[config.mk]
export PLATFORM = sky130hd
export DESIGN_NAME = ddof_ctrl
export DESIGN_NICKNAME = d
export VERILOG_FILES = /design/src/rtl/ddof_pkg.sv /design/src/rtl/ddof_ctrl.sv
export VERILOG_INCLUDE_DIRS = /design/src /design/src/rtl
export SDC_FILE = /design/constraint.sdc
export NUM_CORES = 1
export LEC_CHECK = 0
export ABC_AREA = 0
export BUFFER_PORTS_ARGS = -buffer_cell sky130_fd_sc_hd__buf_2
export CAP_MARGIN = 20
export CORE_AREA = 5 5 42 44
export DETAILED_ROUTE_END_ITERATION = 10
export DIE_AREA = 0 0 47 49
export GPL_TIMING_DRIVEN = 0
export PLACE_DENSITY = 0.78
export SLEW_MARGIN = 20
export SYNTH_ARGS = -nofsm -noshare
export SYNTH_HDL_FRONTEND = slang
export SYNTH_SLANG_ARGS = --single-unit
[constraint.sdc]
create_clock -name clk -period 2.32 [get_ports clk]
set_input_delay 0.232 -clock clk [delete_from_list [all_inputs] [get_ports clk]]
set_output_delay 0.232 -clock clk [all_outputs]
set_load 0.02 [all_outputs]
[src/rtl/diff_drive_odometry_fusion_top_defines.svh]
// Assertion macros used by the odometry fusion sequencer (ddof_ctrl).
// Depends on nothing; define NO_ASSERTIONS to drop all checks.
`ifndef DIFF_DRIVE_ODOMETRY_FUSION_TOP_DEFINES_SVH
`define DIFF_DRIVE_ODOMETRY_FUSION_TOP_DEFINES_SVH
`ifndef NO_ASSERTIONS
`define DDOF_ASSERT_IMP(label, clk, rst_n, ante, cons) \
  label: assert property (@(posedge clk) disable iff (!rst_n) (ante) |-> (cons)) \
    else $error("assertion failed");
`define DDOF_ASSERT_NXT(label, clk, rst_n, ante, cons) \
  label: assert property (@(posedge clk) disable iff (!rst_n) (ante) |=> (cons)) \
    else $error("assertion failed");
`else
`define DDOF_ASSERT_IMP(label, clk, rst_n, ante, cons)
`define DDOF_ASSERT_NXT(label, clk, rst_n, ante, cons)
`endif
`endif

[src/rtl/ddof_pkg.sv]
// Shared types, constants and CORDIC table for the odometry fusion block.
// Depends on nothing.
package ddof_pkg;
  localparam int CalibSamplesDef = 256;
  localparam int CordicStepsDef  = 16;
  localparam int CordicMax       = 24;
  localparam logic signed [33:0] CordicGain = 34'sd652032874;

  localparam logic [2:0] CFG_DIST  = 3'd0;
  localparam logic [2:0] CFG_ANGLE = 3'd1;
  localparam logic [2:0] CFG_GYRO  = 3'd2;
  localparam logic [2:0] CFG_ALPHA = 3'd3;
  localparam logic [2:0] CFG_SX    = 3'd4;
  localparam logic [2:0] CFG_SY    = 3'd5;
  localparam logic [2:0] CFG_SH    = 3'd6;

  localparam logic [1:0] OP_START = 2'd0;
  localparam logic [1:0] OP_CALIB = 2'd1;
  localparam logic [1:0] OP_STEP  = 2'd2;
  localparam logic [1:0] OP_LOAD  = 2'd3;

  typedef enum logic [7:0] {
    S_IDLE = 8'b0000_0001,
    S_MUL1 = 8'b0000_0010,
    S_MUL2 = 8'b0000_0100,
    S_MUL3 = 8'b0000_1000,
    S_ROT  = 8'b0001_0000,
    S_POS  = 8'b0010_0000,
    S_WB   = 8'b0100_0000,
    S_OUT  = 8'b1000_0000
  } state_t;

  typedef struct packed {
    logic load;
    logic mul1;
    logic mul2;
    logic mul3;
    logic rot_init;
    logic rot_step;
    logic pos;
    logic wb;
  } cmd_t;

  typedef struct packed {
    logic [1:0] op;
    logic       rot_done;
  } sts_t;

  function automatic logic [31:0] atan_turn(input logic [4:0] i);
    case (i)
      5'd0: atan_turn = 32'd536870912;   5'd1: atan_turn = 32'd316933406;
      5'd2: atan_turn = 32'd167458907;   5'd3: atan_turn = 32'd85004756;
      5'd4: atan_turn = 32'd42667331;    5'd5: atan_turn = 32'd21354465;
      5'd6: atan_turn = 32'd10679838;    5'd7: atan_turn = 32'd5340245;
      5'd8: atan_turn = 32'd2670163;     5'd9: atan_turn = 32'd1335087;
      5'd10: atan_turn = 32'd667544;     5'd11: atan_turn = 32'd333772;
      5'd12: atan_turn = 32'd166886;     5'd13: atan_turn = 32'd83443;
      5'd14: atan_turn = 32'd41722;      5'd15: atan_turn = 32'd20861;
      5'd16: atan_turn = 32'd10430;      5'd17: atan_turn = 32'd5215;
      5'd18: atan_turn = 32'd2608;       5'd19: atan_turn = 32'd1304;
      5'd20: atan_turn = 32'd652;        5'd21: atan_turn = 32'd326;
      5'd22: atan_turn = 32'd163;        5'd23: atan_turn = 32'd81;
      default: atan_turn = 32'd0;
    endcase
  endfunction
endpackage

[src/rtl/ddof_ctrl.sv]
// Sequencer for the odometry fusion block: accepts items, steps the datapath.
// Depends on ddof_pkg and the assertion macro header.
`include "diff_drive_odometry_fusion_top_defines.svh"
module ddof_ctrl
  import ddof_pkg::*;
(
  input  logic clk,
  input  logic rst_n,
  input  logic in_valid,
  output logic in_ready,
  output logic out_valid,
  input  logic out_ready,
  input  sts_t sts,
  output cmd_t cmd
);
  state_t state_r, state_nxt;

  assign in_ready  = (state_r == S_IDLE);
  assign out_valid = (state_r == S_OUT);

  always_comb begin
    state_nxt = state_r;
    cmd = '0;
    case (state_r)
      S_IDLE: begin
        if (in_valid) begin
          cmd.load = 1'b1;
          state_nxt = S_MUL1;
        end
      end
      S_MUL1: begin
        if (sts.op == OP_STEP) begin
          cmd.mul1 = 1'b1;
          state_nxt = S_MUL2;
        end else begin
          cmd.wb = 1'b1;
          state_nxt = S_OUT;
        end
      end
      S_MUL2: begin
        cmd.mul2 = 1'b1;
        state_nxt = S_MUL3;
      end
      S_MUL3: begin
        cmd.mul3 = 1'b1;
        state_nxt = S_ROT;
      end
      S_ROT: begin
        if (sts.rot_done) begin
          state_nxt = S_POS;
        end else begin
          cmd.rot_step = 1'b1;
        end
      end
      S_POS: begin
        cmd.pos = 1'b1;
        state_nxt = S_WB;
      end
      S_WB: begin
        cmd.wb = 1'b1;
        state_nxt = S_OUT;
      end
      S_OUT: begin
        if (out_ready) state_nxt = S_IDLE;
      end
      default: state_nxt = S_IDLE;
    endcase
    cmd.rot_init = cmd.mul3;
  end

  always_ff @(posedge clk) begin
    if (!rst_n) state_r <= S_IDLE;
    else state_r <= state_nxt;
  end

  `DDOF_ASSERT_NXT(a_load_leaves_idle, clk, rst_n, in_valid && in_ready, !in_ready)
  `DDOF_ASSERT_IMP(a_no_overlap, clk, rst_n, out_valid, !in_ready)
  `DDOF_ASSERT_NXT(a_out_hold, clk, rst_n, out_valid && !out_ready, out_valid)
endmodule

**Word level (Yosys, flattened, before mapping)**

Index checks and enable logic that the tools add are counted.

- Equal/unequal tests: 12
- Muxes and demuxes: 16
- Reductions and logical operators: 1

Operator list:

| operator | number |
|---|---|
| 8-bit one-hot mux with 8 select lines | 1 |
| 8-bit 2-to-1 mux | 4 |
| 1-bit 2-to-1 mux | 10 |
| 8-bit by 1-bit == test with 1-bit output, second input constant | 1 |
| 8-bit by 2-bit == test with 1-bit output, second input constant | 1 |
| 8-bit by 3-bit == test with 1-bit output, second input constant | 1 |
| 8-bit by 4-bit == test with 1-bit output, second input constant | 1 |
| 8-bit by 5-bit == test with 1-bit output, second input constant | 1 |
| 8-bit by 6-bit == test with 1-bit output, second input constant | 1 |
| 8-bit by 7-bit == test with 1-bit output, second input constant | 1 |
| 8-bit == test, second input constant | 1 |
| 2-bit inequality test, second input constant | 2 |
| 3-bit AND reduction | 1 |
| 2-bit == test, second input constant | 1 |
| 2-bit by 1-bit inequality test with 1-bit output, second input constant | 1 |
| 1-bit one-hot mux with 2 select lines | 1 |

- Output and inout port bits: 10
- Bits in registers: 8
- Input bits: 7

**Logic depth before layout (Yosys ltp)**

Gate-level depths: netlist of the first run.

- Depth after elaboration: 3
- Depth in mapped cells: 5
- Mapped depth without buffers: 4

**Worst setup path before layout of the first run**

OpenSTA, ideal clock, no wires.

- Path type: register to output
- Start: register state_r[3]
- End: output out_valid
- Cell stages (with the launch flop): 4
- Setup slack: 0.448 ns
- Data arrival time: 1.640 ns
- Path through: dfxtp_1 nor4_1 nand2b_1 nor4b_1

- Cells in the longest elaborated chain, start to end: 1

RTL lines:

| item | line | RTL |
|---|---|---|
| from (decl) | ddof_ctrl.sv:16 | `state_t state_r, state_nxt;` |
| from (signal assigned) | ddof_ctrl.sv:73 | `else state_r <= state_nxt;` |
| 8-bit == test | ddof_ctrl.sv:19 | `assign out_valid = (state_r == S_OUT);` |
| to (decl) | ddof_ctrl.sv:11 | `output logic out_valid,` |

Every way passes these cells.

==> results of run 1 <==
## worst paths after layout
check,startpoint,endpoint,cells past startpoint
worst max-delay path,state_r[3],cmd[6],4
worst min-delay path,rst_n,state_r[4],3
worst max register to register,state_r[3],state_r[2],3
worst min register to register,state_r[5],state_r[4],1
## cell families (layout without fill, tap and decap cells)
family / after synthesis / count (layout)
simple gates: 42 / 42
buf+inv: 7 / 26
compound gates: 11 / 11
flops: 8 / 8
mux: 1 / 1
## metal layers
layer | part of all wire, % | up-vias | track usage (%)
met5 | 0 | - | 0
met4 | 2.3 | 0 | 5.53
met3 | 6.7 | 5 | 4.06
met2 | 47 | 17 | 20.6
met1 | 44 | 249 | 15.5
li1 | - | 291 | -
## critical path, delay by kind of cell, from the launching register on
kind | cells | cell delay (ns)
buf+inv | 1 | 0.21
flops | 1 | 0.37
simple gates | 3 | 1.03
## area by class of cell
type	count	area, sq um
inverter	4	15.0
sequential	8	160
buffer	3	16.3
multi-input combinational	54	354
tap	16	20.0
timing repair buffer	16	80.1
clock buffer	3	22.5
fill	150	733
## cells in the final DEF, fill, tap and decap left out, types with 2 or more instances in the layout
cell,count
nor2b_1,2
nand2_1,3
and3_1,3
and2b_1,2
nor4_2,2
nor2_1,9
a21oi_1,3
or4_4,2
o21ai_0,4
nor3_1,4
nor4b_1,2
buf_2,17
inv_1,4
nand2b_1,5
dfxtp_1,8
clkbuf_4,3
## power breakdown
part           total (W)  leakage [nW]  internal, W  switching (W)
sequential      0.000154        0.0650     0.000145     0.00000892
combinational   0.000118         0.231    0.0000441      0.0000738
clock           0.000113        0.0138    0.0000596      0.0000533
## through the flow
step | area, sq um | std cells | setup slack, ns | util [%] | total power [W]
finish | 668 | 104 | 0.205 | 47.7 | 0.000385
global route | 668 | 104 | 0.0567 | 47.7 | 0.000408
CTS | 668 | 104 | 0.240 | 47.7 | 0.000388
detailed placement | 646 | 101 | 0.529 | 46.1 | 0.000274
global placement | 646 | 101 | 0.548 | 46.1 | 0.000271
floorplan | 546 | 69 | 0.448 | - | 0.000241
==> metrics.txt, run 1 <==
status=complete, no violations; # diodes=0; RSZ-0062 raised after global routing=no; Max Cap Viol=0; Placement Rows=14; Clock Latency Late Sink=0.26 ns; r2r setup slk=approximately 0.60 ns; Post-route DRC=0; area grow syn2layout=22.5%; XOR/XNOR share of the synthesized area=0%; count of pins over their slew limit=0; Fin Clk Skew=0.00188 ns; Root Buffer=clkbuf_4; WP data required=2.09 ns; critical path peak fanout=8; Num CTS Buffers=3; Die Y=approximately 50 um; VDD IR max=0.322 mV; gpl congestion=0.780; most area-hungry cell type in the Yosys netlist=dfxtp_1; Unique masters post-synth=30; CTS max path bufs=2; Synth Flop Type=dfxtp_1; largest net degree at the start of global routing=10; Routed WL=approximately 1300 um; total gr overflow=0; Synth Area in Compound Gates=between 10% and 20%; sequential share of the synthesized area=29.4%; die area=between 0.002 and 0.0025 sq mm; endpoints failing setup=0; crit path cell chain=nor4_1 > nand2b_1 > nor4_2 > buf_2; setup_tns=0 ns; CP Capture Type=output pin; First DRT Iteration DRCs=17; EDFF count, synth=0; layout cells sized above 1=30.7%; number of synthesized register bits=8; Leakage=between 0.3 and 0.4 nW; CTS tree=yes; Worst slew margin=between 60% and 70%; DRT antenna net count=0; total track usage=roughly 13%; Core Area=~0.0014 sq mm; Period minus WS final=2.11 ns; Critical Path Max Stage Delay=around 0.55 ns; most frequent cell after synthesis=nor2_1; Period Utilization, post-route=between 90% and 100%; Die W=roughly 47 um; Top Registers=state_r: 8 flops; Post-Syn Nets=76; I/O Pins=17; cts hold-fix bufs=0; synthesized cell area=~550 sq um; top cells by area, synth=dfxtp_1, nor2_1, nand2b_1; Vias=~560; Largest Register=state_r; PostCTS Resize Cnt=0; Post-Syn Area per Cell=slightly below 8 sq um; main combinational cell family by area after synthesis=simple AND/OR/NAND/NOR gates; H-Tree Depth=1; Adder-Cell Fraction of Synth Area=0%; Pre-antenna DRT Iters=4; CTS Sinks=8; nets=97; actual slew at the worst max-slew pin=about 0.57 ns; first-pass GRT wire length=around 2200 um; synthesized instance count=69; antenna violations before repair=0; Synth Area in Simple Gates=approximately 49%; number of hold violations in the final report=0; crit start category=flip-flop; top post-synthesis cells by count=nor2_1, dfxtp_1, nand2b_1; slowest cell on the critical path=nor4_1; initial core utilization=around two fifths; min-delay worst type=input port to flip-flop; DR WL/cell=12.5 um; Fmax achieved=between 0.4 and 0.5 GHz; Hold WS=0.242 ns; Post-synth ARST share=0%; Crit Path Class=flip-flop to output pin; Critical Path AT=between 1.5 and 2 ns; Pwr Density=between 500 and 600 mW/mm^2; mux contribution to synthesized area=2.06%; DR vias/cell=approximately 5.4; Largest register FFs=8; top cell type's share of synthesized area=between 20 and 30%; Syn. warnings=0; DP HPWL=about 1000 um; clock-pin slew on the worst setup and hold paths=about 0.060 ns; Port Buffers=16; vias in the first global route=approximately 540; Post-CTS Setup Bufs=0
No activity file was read; power rests on OpenSTA's default activity.
==> inputs of run 2 (changes only) <==
--- a/config.mk
+++ b/config.mk
@@ -14,6 +14,7 @@
 export DIE_AREA = 0 0 47 49
 export GPL_TIMING_DRIVEN = 0
 export PLACE_DENSITY = 0.78
+export REMOVE_ABC_BUFFERS = 1
 export SLEW_MARGIN = 20
 export SYNTH_ARGS = -nofsm -noshare
 export SYNTH_HDL_FRONTEND = slang
==> constraint.sdc (replaced) <==
create_clock -name clk -period 1.97 [get_ports clk]
set_input_delay 0.2955 -clock clk [delete_from_list [all_inputs] [get_ports clk]]
set_output_delay 0.2955 -clock clk [all_outputs]
set_load 0.02 [all_outputs]
==> run 2 against run 1 <==
  * Largest cell class unchanged
  * Sequential power is 25% higher
  * Clock skew is 0.0032 ns higher
  * Worst setup slack worse by 0.14 ns
  * Combinational power is 18% higher
==> metrics.txt, run 2 (synthesis results as in run 1) <==
CTS tree=yes (unchanged); layout cells sized above 1=37.2% (was 30.7%); largest net degree at the start of global routing=10 (unchanged); Worst slew margin=66.4% (was 61.7%); design area=712 sq um (was 668 sq um); critical path peak fanout=8 (unchanged); DR vias/cell=5.62 (was 5.40); min-delay src=rst_n (unchanged); Pre-antenna DRT Iters=4 (unchanged); min-delay worst type=input port to flip-flop (unchanged); most frequent cells in the layout=buf_2, nor2_1, nand2b_1, dfxtp_1 (was buf_2, nor2_1, dfxtp_1); status=complete, no violations (unchanged); count of pins over their slew limit=0 (unchanged); Largest register FFs=8 (unchanged); Critical Path AT=1.61 ns (was 1.88 ns); Period Utilization, post-route=96.8%; antenna violations before repair=0 (unchanged); Pwr Density=660 mW/mm^2 (was 577 mW/mm^2); Top Registers=state_r: 8 flops (unchanged); cts hold-fix bufs=0 (unchanged); actual slew at the worst max-slew pin=0.497 ns (was 0.570 ns); crit path cell chain=nor4_4 > nand2b_1 > nor4b_2 > buf_4 (was nor4_1 > nand2b_1 > nor4_2 > buf_2); Num CTS Buffers=3 (unchanged); CTS max path bufs=2 (unchanged); RSZ-0062 raised after global routing=yes (was no); fillers=141 (was 150); r2r setup slk=0.23 ns (was 0.60 ns); dpl cells=98 (was 101); Max Cap Viol=0 (unchanged); number of hold violations in the final report=0 (unchanged); DP HPWL=1030 um (was 1000 um); Port Buffers=16 (unchanged); # diodes=0 (unchanged); area grow syn2layout=30.5% (was 22.5%); r2r worst-path depth=3 (unchanged); I/O Pins=17 (unchanged); reg-to-reg endpoint=state_r[2] (unchanged); Die Y=49 um (unchanged); First DRT Iteration DRCs=10 (was 17); Critical Path Max Stage Delay=0.37 ns (was 0.55 ns); H-Tree Depth=1 (unchanged); Clock Latency Late Sink=0.27 ns (was 0.26 ns); CTS Sinks=8 (unchanged); slowest cell on the critical path=dfxtp_4 (was nor4_1); DRT antenna net count=0 (unchanged); CP Capture Type=output pin (unchanged); Hold Path Sink=state_r[4] (unchanged); Largest Register=state_r (unchanged); Fin Clk Skew=0.00511 ns (was 0.00188 ns); worst reg2reg startpoint=state_r[2] (was state_r[3]); DR WL/cell=14.0 um (was 12.5 um); VDD IR max=0.382 mV (was 0.322 mV); WP buf/inv=1 (unchanged); Vias=573 (was 562); endpoints failing setup=0 (unchanged); gpl congestion=0.869 (was 0.780); clock-pin slew on the worst setup and hold paths=0.06 ns (about the same); total gr overflow=0 (unchanged); WP data required=1.67 ns (was 2.09 ns); commonest non-fill, non-tap cell in the layout=buf_2 (unchanged); Die W=47 um (unchanged); total track usage=13.9% (was 13.0%); Fmax achieved=about 0.52 GHz; crit start category=flip-flop (unchanged); die area=0.00230 sq mm (unchanged); CP delay by family, top=simple AND/OR/NAND/NOR gates (unchanged); Post-route DRC=0 (unchanged); Min-Delay Path Depth=3 (unchanged); Core Area=0.00140 sq mm (unchanged); dpl cell area=629 sq um (was 646 sq um); Leakage=0.312 nW (was 0.309 nW); Routed WL=1430 um (was 1310 um); vias in the first global route=533 (was 542); Root Buffer=clkbuf_4 (unchanged); Period minus WS final=around 1.9 ns; Placement Rows=14 (unchanged); Total Power=0.000470 W (was 0.000385 W); Crit Path Class=flip-flop to output pin (unchanged); first-pass GRT wire length=2300 um (was 2200 um); nets=95 (was 97); Non-Filler Instances=102 (was 104); initial core utilization=38.9% (unchanged)
-- run 2: metrics by stage --
step                util [%]  TNS [ns]  setup WS [ns]  hold WS [ns]
floorplan                  -         0         0.0343         0.439
global placement        44.9         0          0.129         0.534
detailed placement      44.9         0         0.0645         0.550
CTS                     48.4         0        0.00933         0.290
global route            50.8    -0.114        -0.0638         0.295
finish                  50.8         0         0.0633         0.280
-- run 2: area by class of cell --
class	count	area [sq um]	area share, %
Clock buffer	3	22.5	3.16
Inverter	4	15.0	2.11
Multi-Input combinational cell	54	395	55.5
Sequential cell	8	166	23.4
Tap cell	16	20.0	2.81
Timing Repair Buffer	17	92.6	13.0
-- run 2: report_power, final --
part           internal, W  total [W]  leakage, nW  switching [W]
Sequential        0.000170   0.000193       0.0668      0.0000235
Clock            0.0000705   0.000137       0.0138      0.0000669
Combinational    0.0000551   0.000139        0.231      0.0000841
-- run 2: worst max-delay path by stage --
stage | start | endpoint | slack [ns] | depth (start not counted)
2_1_floorplan | state_r[3] | out_valid | 0.03 | 3
3_3_place_gp | state_r[3] | cmd[6] | 0.13 | 4
3_5_place_dp | state_r[3] | cmd[6] | 0.06 | 4
4_1_cts | state_r[6] | cmd[2] | 0.009 | 4
5_1_grt | state_r[5] | out_valid | -0.06 | 4
6_report | state_r[5] | out_valid | 0.06 | 4
-- run 2: worst min-delay path: stages --
cell     delay, ns
buf_2         0.10
inv_1         0.07
nor4b_1       0.05
-- run 2: metal layers --
layer	up-vias	global-route usage, %	part of all wire (%)	wire [um]
met5	-	0	0	0
met4	0	8.29	2.6	37
met3	5	3.69	4.1	59
met2	14	22.6	53	752
met1	269	15.4	41	579
li1	285	-	-	-
-- run 2: timing repair --
item / in CTS / in global routing
pin swaps: 1 / 4
resized for setup: 4 / 8
endpoints found under the setup margin: 4 / 3
setup buffers: 0 / 1
==> inputs of run 3 (changes only) <==
--- a/config.mk
+++ b/config.mk
@@ -9,12 +9,15 @@
 export ABC_AREA = 0
 export BUFFER_PORTS_ARGS = -buffer_cell sky130_fd_sc_hd__buf_2
 export CAP_MARGIN = 20
-export CORE_AREA = 5 5 42 44
+export CELL_PAD_IN_SITES_DETAIL_PLACEMENT = 1
+export CELL_PAD_IN_SITES_GLOBAL_PLACEMENT = 1
+export CORE_MARGIN = 5
+export CORE_UTILIZATION = 34
 export DETAILED_ROUTE_END_ITERATION = 10
-export DIE_AREA = 0 0 47 49
 export GPL_TIMING_DRIVEN = 0
-export PLACE_DENSITY = 0.78
+export PLACE_DENSITY = 0.87
 export REMOVE_ABC_BUFFERS = 1
+export SETUP_SLACK_MARGIN = 0.1
 export SLEW_MARGIN = 20
 export SYNTH_ARGS = -nofsm -noshare
 export SYNTH_HDL_FRONTEND = slang
==> run 3 against run 2 <==
  * Cell area grew 8.1%
  * Wire length grew 26%
  * Flip-flop and latch count is the same
  * Count of clock-buffer cells in the layout is the same
  * Hold slack lost 0.0059 ns
  * Largest power group unchanged
  * Critical path depth is the same
  * Via count grew 6.6%
  * Critical endpoint unchanged
  * Register-to-register slack gained 0.02 ns
==> metrics.txt, run 3 (synthesis results as in run 1) <==
status=complete, no violations (unchanged); WP data required=1.67 ns (about the same); CP delay by family, top=simple AND/OR/NAND/NOR gates (unchanged); I/O Pins=17 (unchanged); RSZ-0062 raised after global routing=yes (unchanged); DR vias/cell=5.82 (was 5.62); CTS max path bufs=2 (unchanged); die area=0.00251 sq mm (was 0.00230 sq mm); CTS Sinks=8 (unchanged); gpl congestion=0.774 (was 0.869); crit start category=flip-flop (unchanged); Placement Rows=14 (unchanged); Leakage=0.333 nW (was 0.312 nW); DR WL/cell=17.1 um (was 14.0 um); vias in the first global route=615 (was 533); initial core utilization=36.2% (was 38.9%); CP Capture Type=output pin (unchanged); DP HPWL=1180 um (was 1030 um); total track usage=15.6% (was 13.9%); Fin Clk Skew=0.000528 ns (was 0.00511 ns); Num CTS Buffers=3 (unchanged); CTS tree=yes (unchanged); pre-CTS WS=0.114 ns (was 0.0645 ns); Vias=611 (was 573); Final WS setup=0.115 ns (was 0.0633 ns); count of pins over their slew limit=0 (unchanged); Period minus WS final=1.85 ns (was 1.91 ns); Clock Latency Late Sink=0.27 ns (about the same); WP buf/inv=1 (unchanged); utilization after layout=51.1% (was 50.8%); Pre-antenna DRT Iters=4 (unchanged); fillers=181 (was 141); Period Utilization, post-route=94.1% (was 96.8%); Die Y=50.1 um (was 49 um); first-pass GRT wire length=2960 um (was 2300 um); total gr overflow=0 (unchanged); crit path cell chain=nor4_4 > nand2b_1 > nor4b_2 > buf_4 (unchanged); largest net degree at the start of global routing=10 (unchanged); Post-route DRC=0 (unchanged); antenna violations before repair=0 (unchanged); # diodes=0 (unchanged); dpl cells=98 (unchanged); min-delay worst type=input port to flip-flop (unchanged); clock-pin slew on the worst setup and hold paths=0.06 ns (about the same); Die W=50.1 um (was 47 um); First DRT Iteration DRCs=11 (was 10); Critical Path AT=1.56 ns (was 1.61 ns); layout cells sized above 1=48.3% (was 37.2%); Core Area=0.00151 sq mm (was 0.00140 sq mm); Largest Register=state_r (unchanged); DRT antenna net count=0 (unchanged); Port Buffers=16 (unchanged); Root Buffer=clkbuf_4 (unchanged); Max Cap Viol=0 (unchanged); Routed WL=1800 um (was 1430 um); endpoints failing setup=0 (unchanged); actual slew at the worst max-slew pin=0.514 ns (was 0.497 ns); Non-Filler Instances=105 (was 102); Pwr Density=653 mW/mm^2 (was 660 mW/mm^2); number of hold violations in the final report=0 (unchanged); Fmax achieved=0.539 GHz (was 0.524 GHz); most frequent cells in the layout=buf_2, buf_4, nor2_1 (was buf_2, nor2_1, nand2b_1, dfxtp_1); Critical Path Max Stage Delay=0.37 ns (about the same); cts hold-fix bufs=0 (unchanged); area grow syn2layout=41.1% (was 30.5%); slowest cell on the critical path=dfxtp_4 (unchanged); nets=98 (was 95); Top Registers=state_r: 8 flops (unchanged); VDD IR max=0.269 mV (was 0.382 mV); Crit Path Class=flip-flop to output pin (unchanged); H-Tree Depth=1 (unchanged); critical path peak fanout=8 (unchanged); commonest non-fill, non-tap cell in the layout=buf_2 (unchanged); Largest register FFs=8 (unchanged); Worst slew margin=65.3% (was 66.4%)
[run 3: changes by cell type in the layout (fill, tap and decap cells not counted), sizes merged]
cell,delta
buf,+3
[run 3: report_power, final]
| group | internal, W | switching (W) | leakage [nW] | total (W) |
|---|---|---|---|---|
| registers | 0.000173 | 0.0000245 | 0.0682 | 0.000198 |
| clock network | 0.0000705 | 0.0000676 | 0.0138 | 0.000138 |
| logic | 0.0000711 | 0.0000955 | 0.251 | 0.000167 |
[run 3: layout make-up]
type	count	area (sq um)	share of cell area [%]
well taps	16	20.0	2.60
flip-flops and latches	8	174	22.6
clock buffers	3	22.5	2.93
multi-input cells	54	412	53.5
inverters	4	15.0	1.95
repair buffers	20	126	16.4
[run 3: final timing paths]
path,startpoint,to,slack [ns],depth (start not counted)
max,state_r[5],out_valid,0.12,4
min,rst_n,state_r[4],0.27,3
max reg2reg,state_r[2],state_r[2],0.25,3
min reg2reg,state_r[5],state_r[4],0.49,1
[run 3: layer usage]
| metal | wire (um) | vias to the layer above | track usage, % |
|---|---|---|---|
| li1 | - | 295 | - |
| met1 | 816 | 291 | 20.0 |
| met2 | 876 | 20 | 23.6 |
| met3 | 59 | 5 | 4.22 |
| met4 | 44 | 0 | 7.86 |
| met5 | 0 | - | 0 |
[run 3: per-stage QoR]
| stage | TNS [ns] | instance area [sq um] | total power [W] | hold slack [ns] |
|---|---|---|---|---|
| 3_3_place_gp | 0 | 629 | 0.000319 | 0.544 |
| 5_1_grt | -0.00582 | 769 | 0.000532 | 0.290 |
| 6_report | 0 | 769 | 0.000502 | 0.274 |
| 3_5_place_dp | 0 | 629 | 0.000326 | 0.550 |
| 2_1_floorplan | 0 | 529 | 0.000282 | 0.439 |
| 4_1_cts | 0 | 703 | 0.000471 | 0.273 |
[run 3: tightest hold or removal path, cell delays in order]
cell	delay, ns
buf_2	0.10
inv_1	0.06
nor4b_1	0.05
[run 3: what timing repair did]
item | CTS | global route
buffers inserted | 2 | 2
setup endpoints to repair | 8 | 9
gates resized for setup | 8 | 17
endpoints found under the hold margin | 0 | 0
pin swaps | 3 | 4
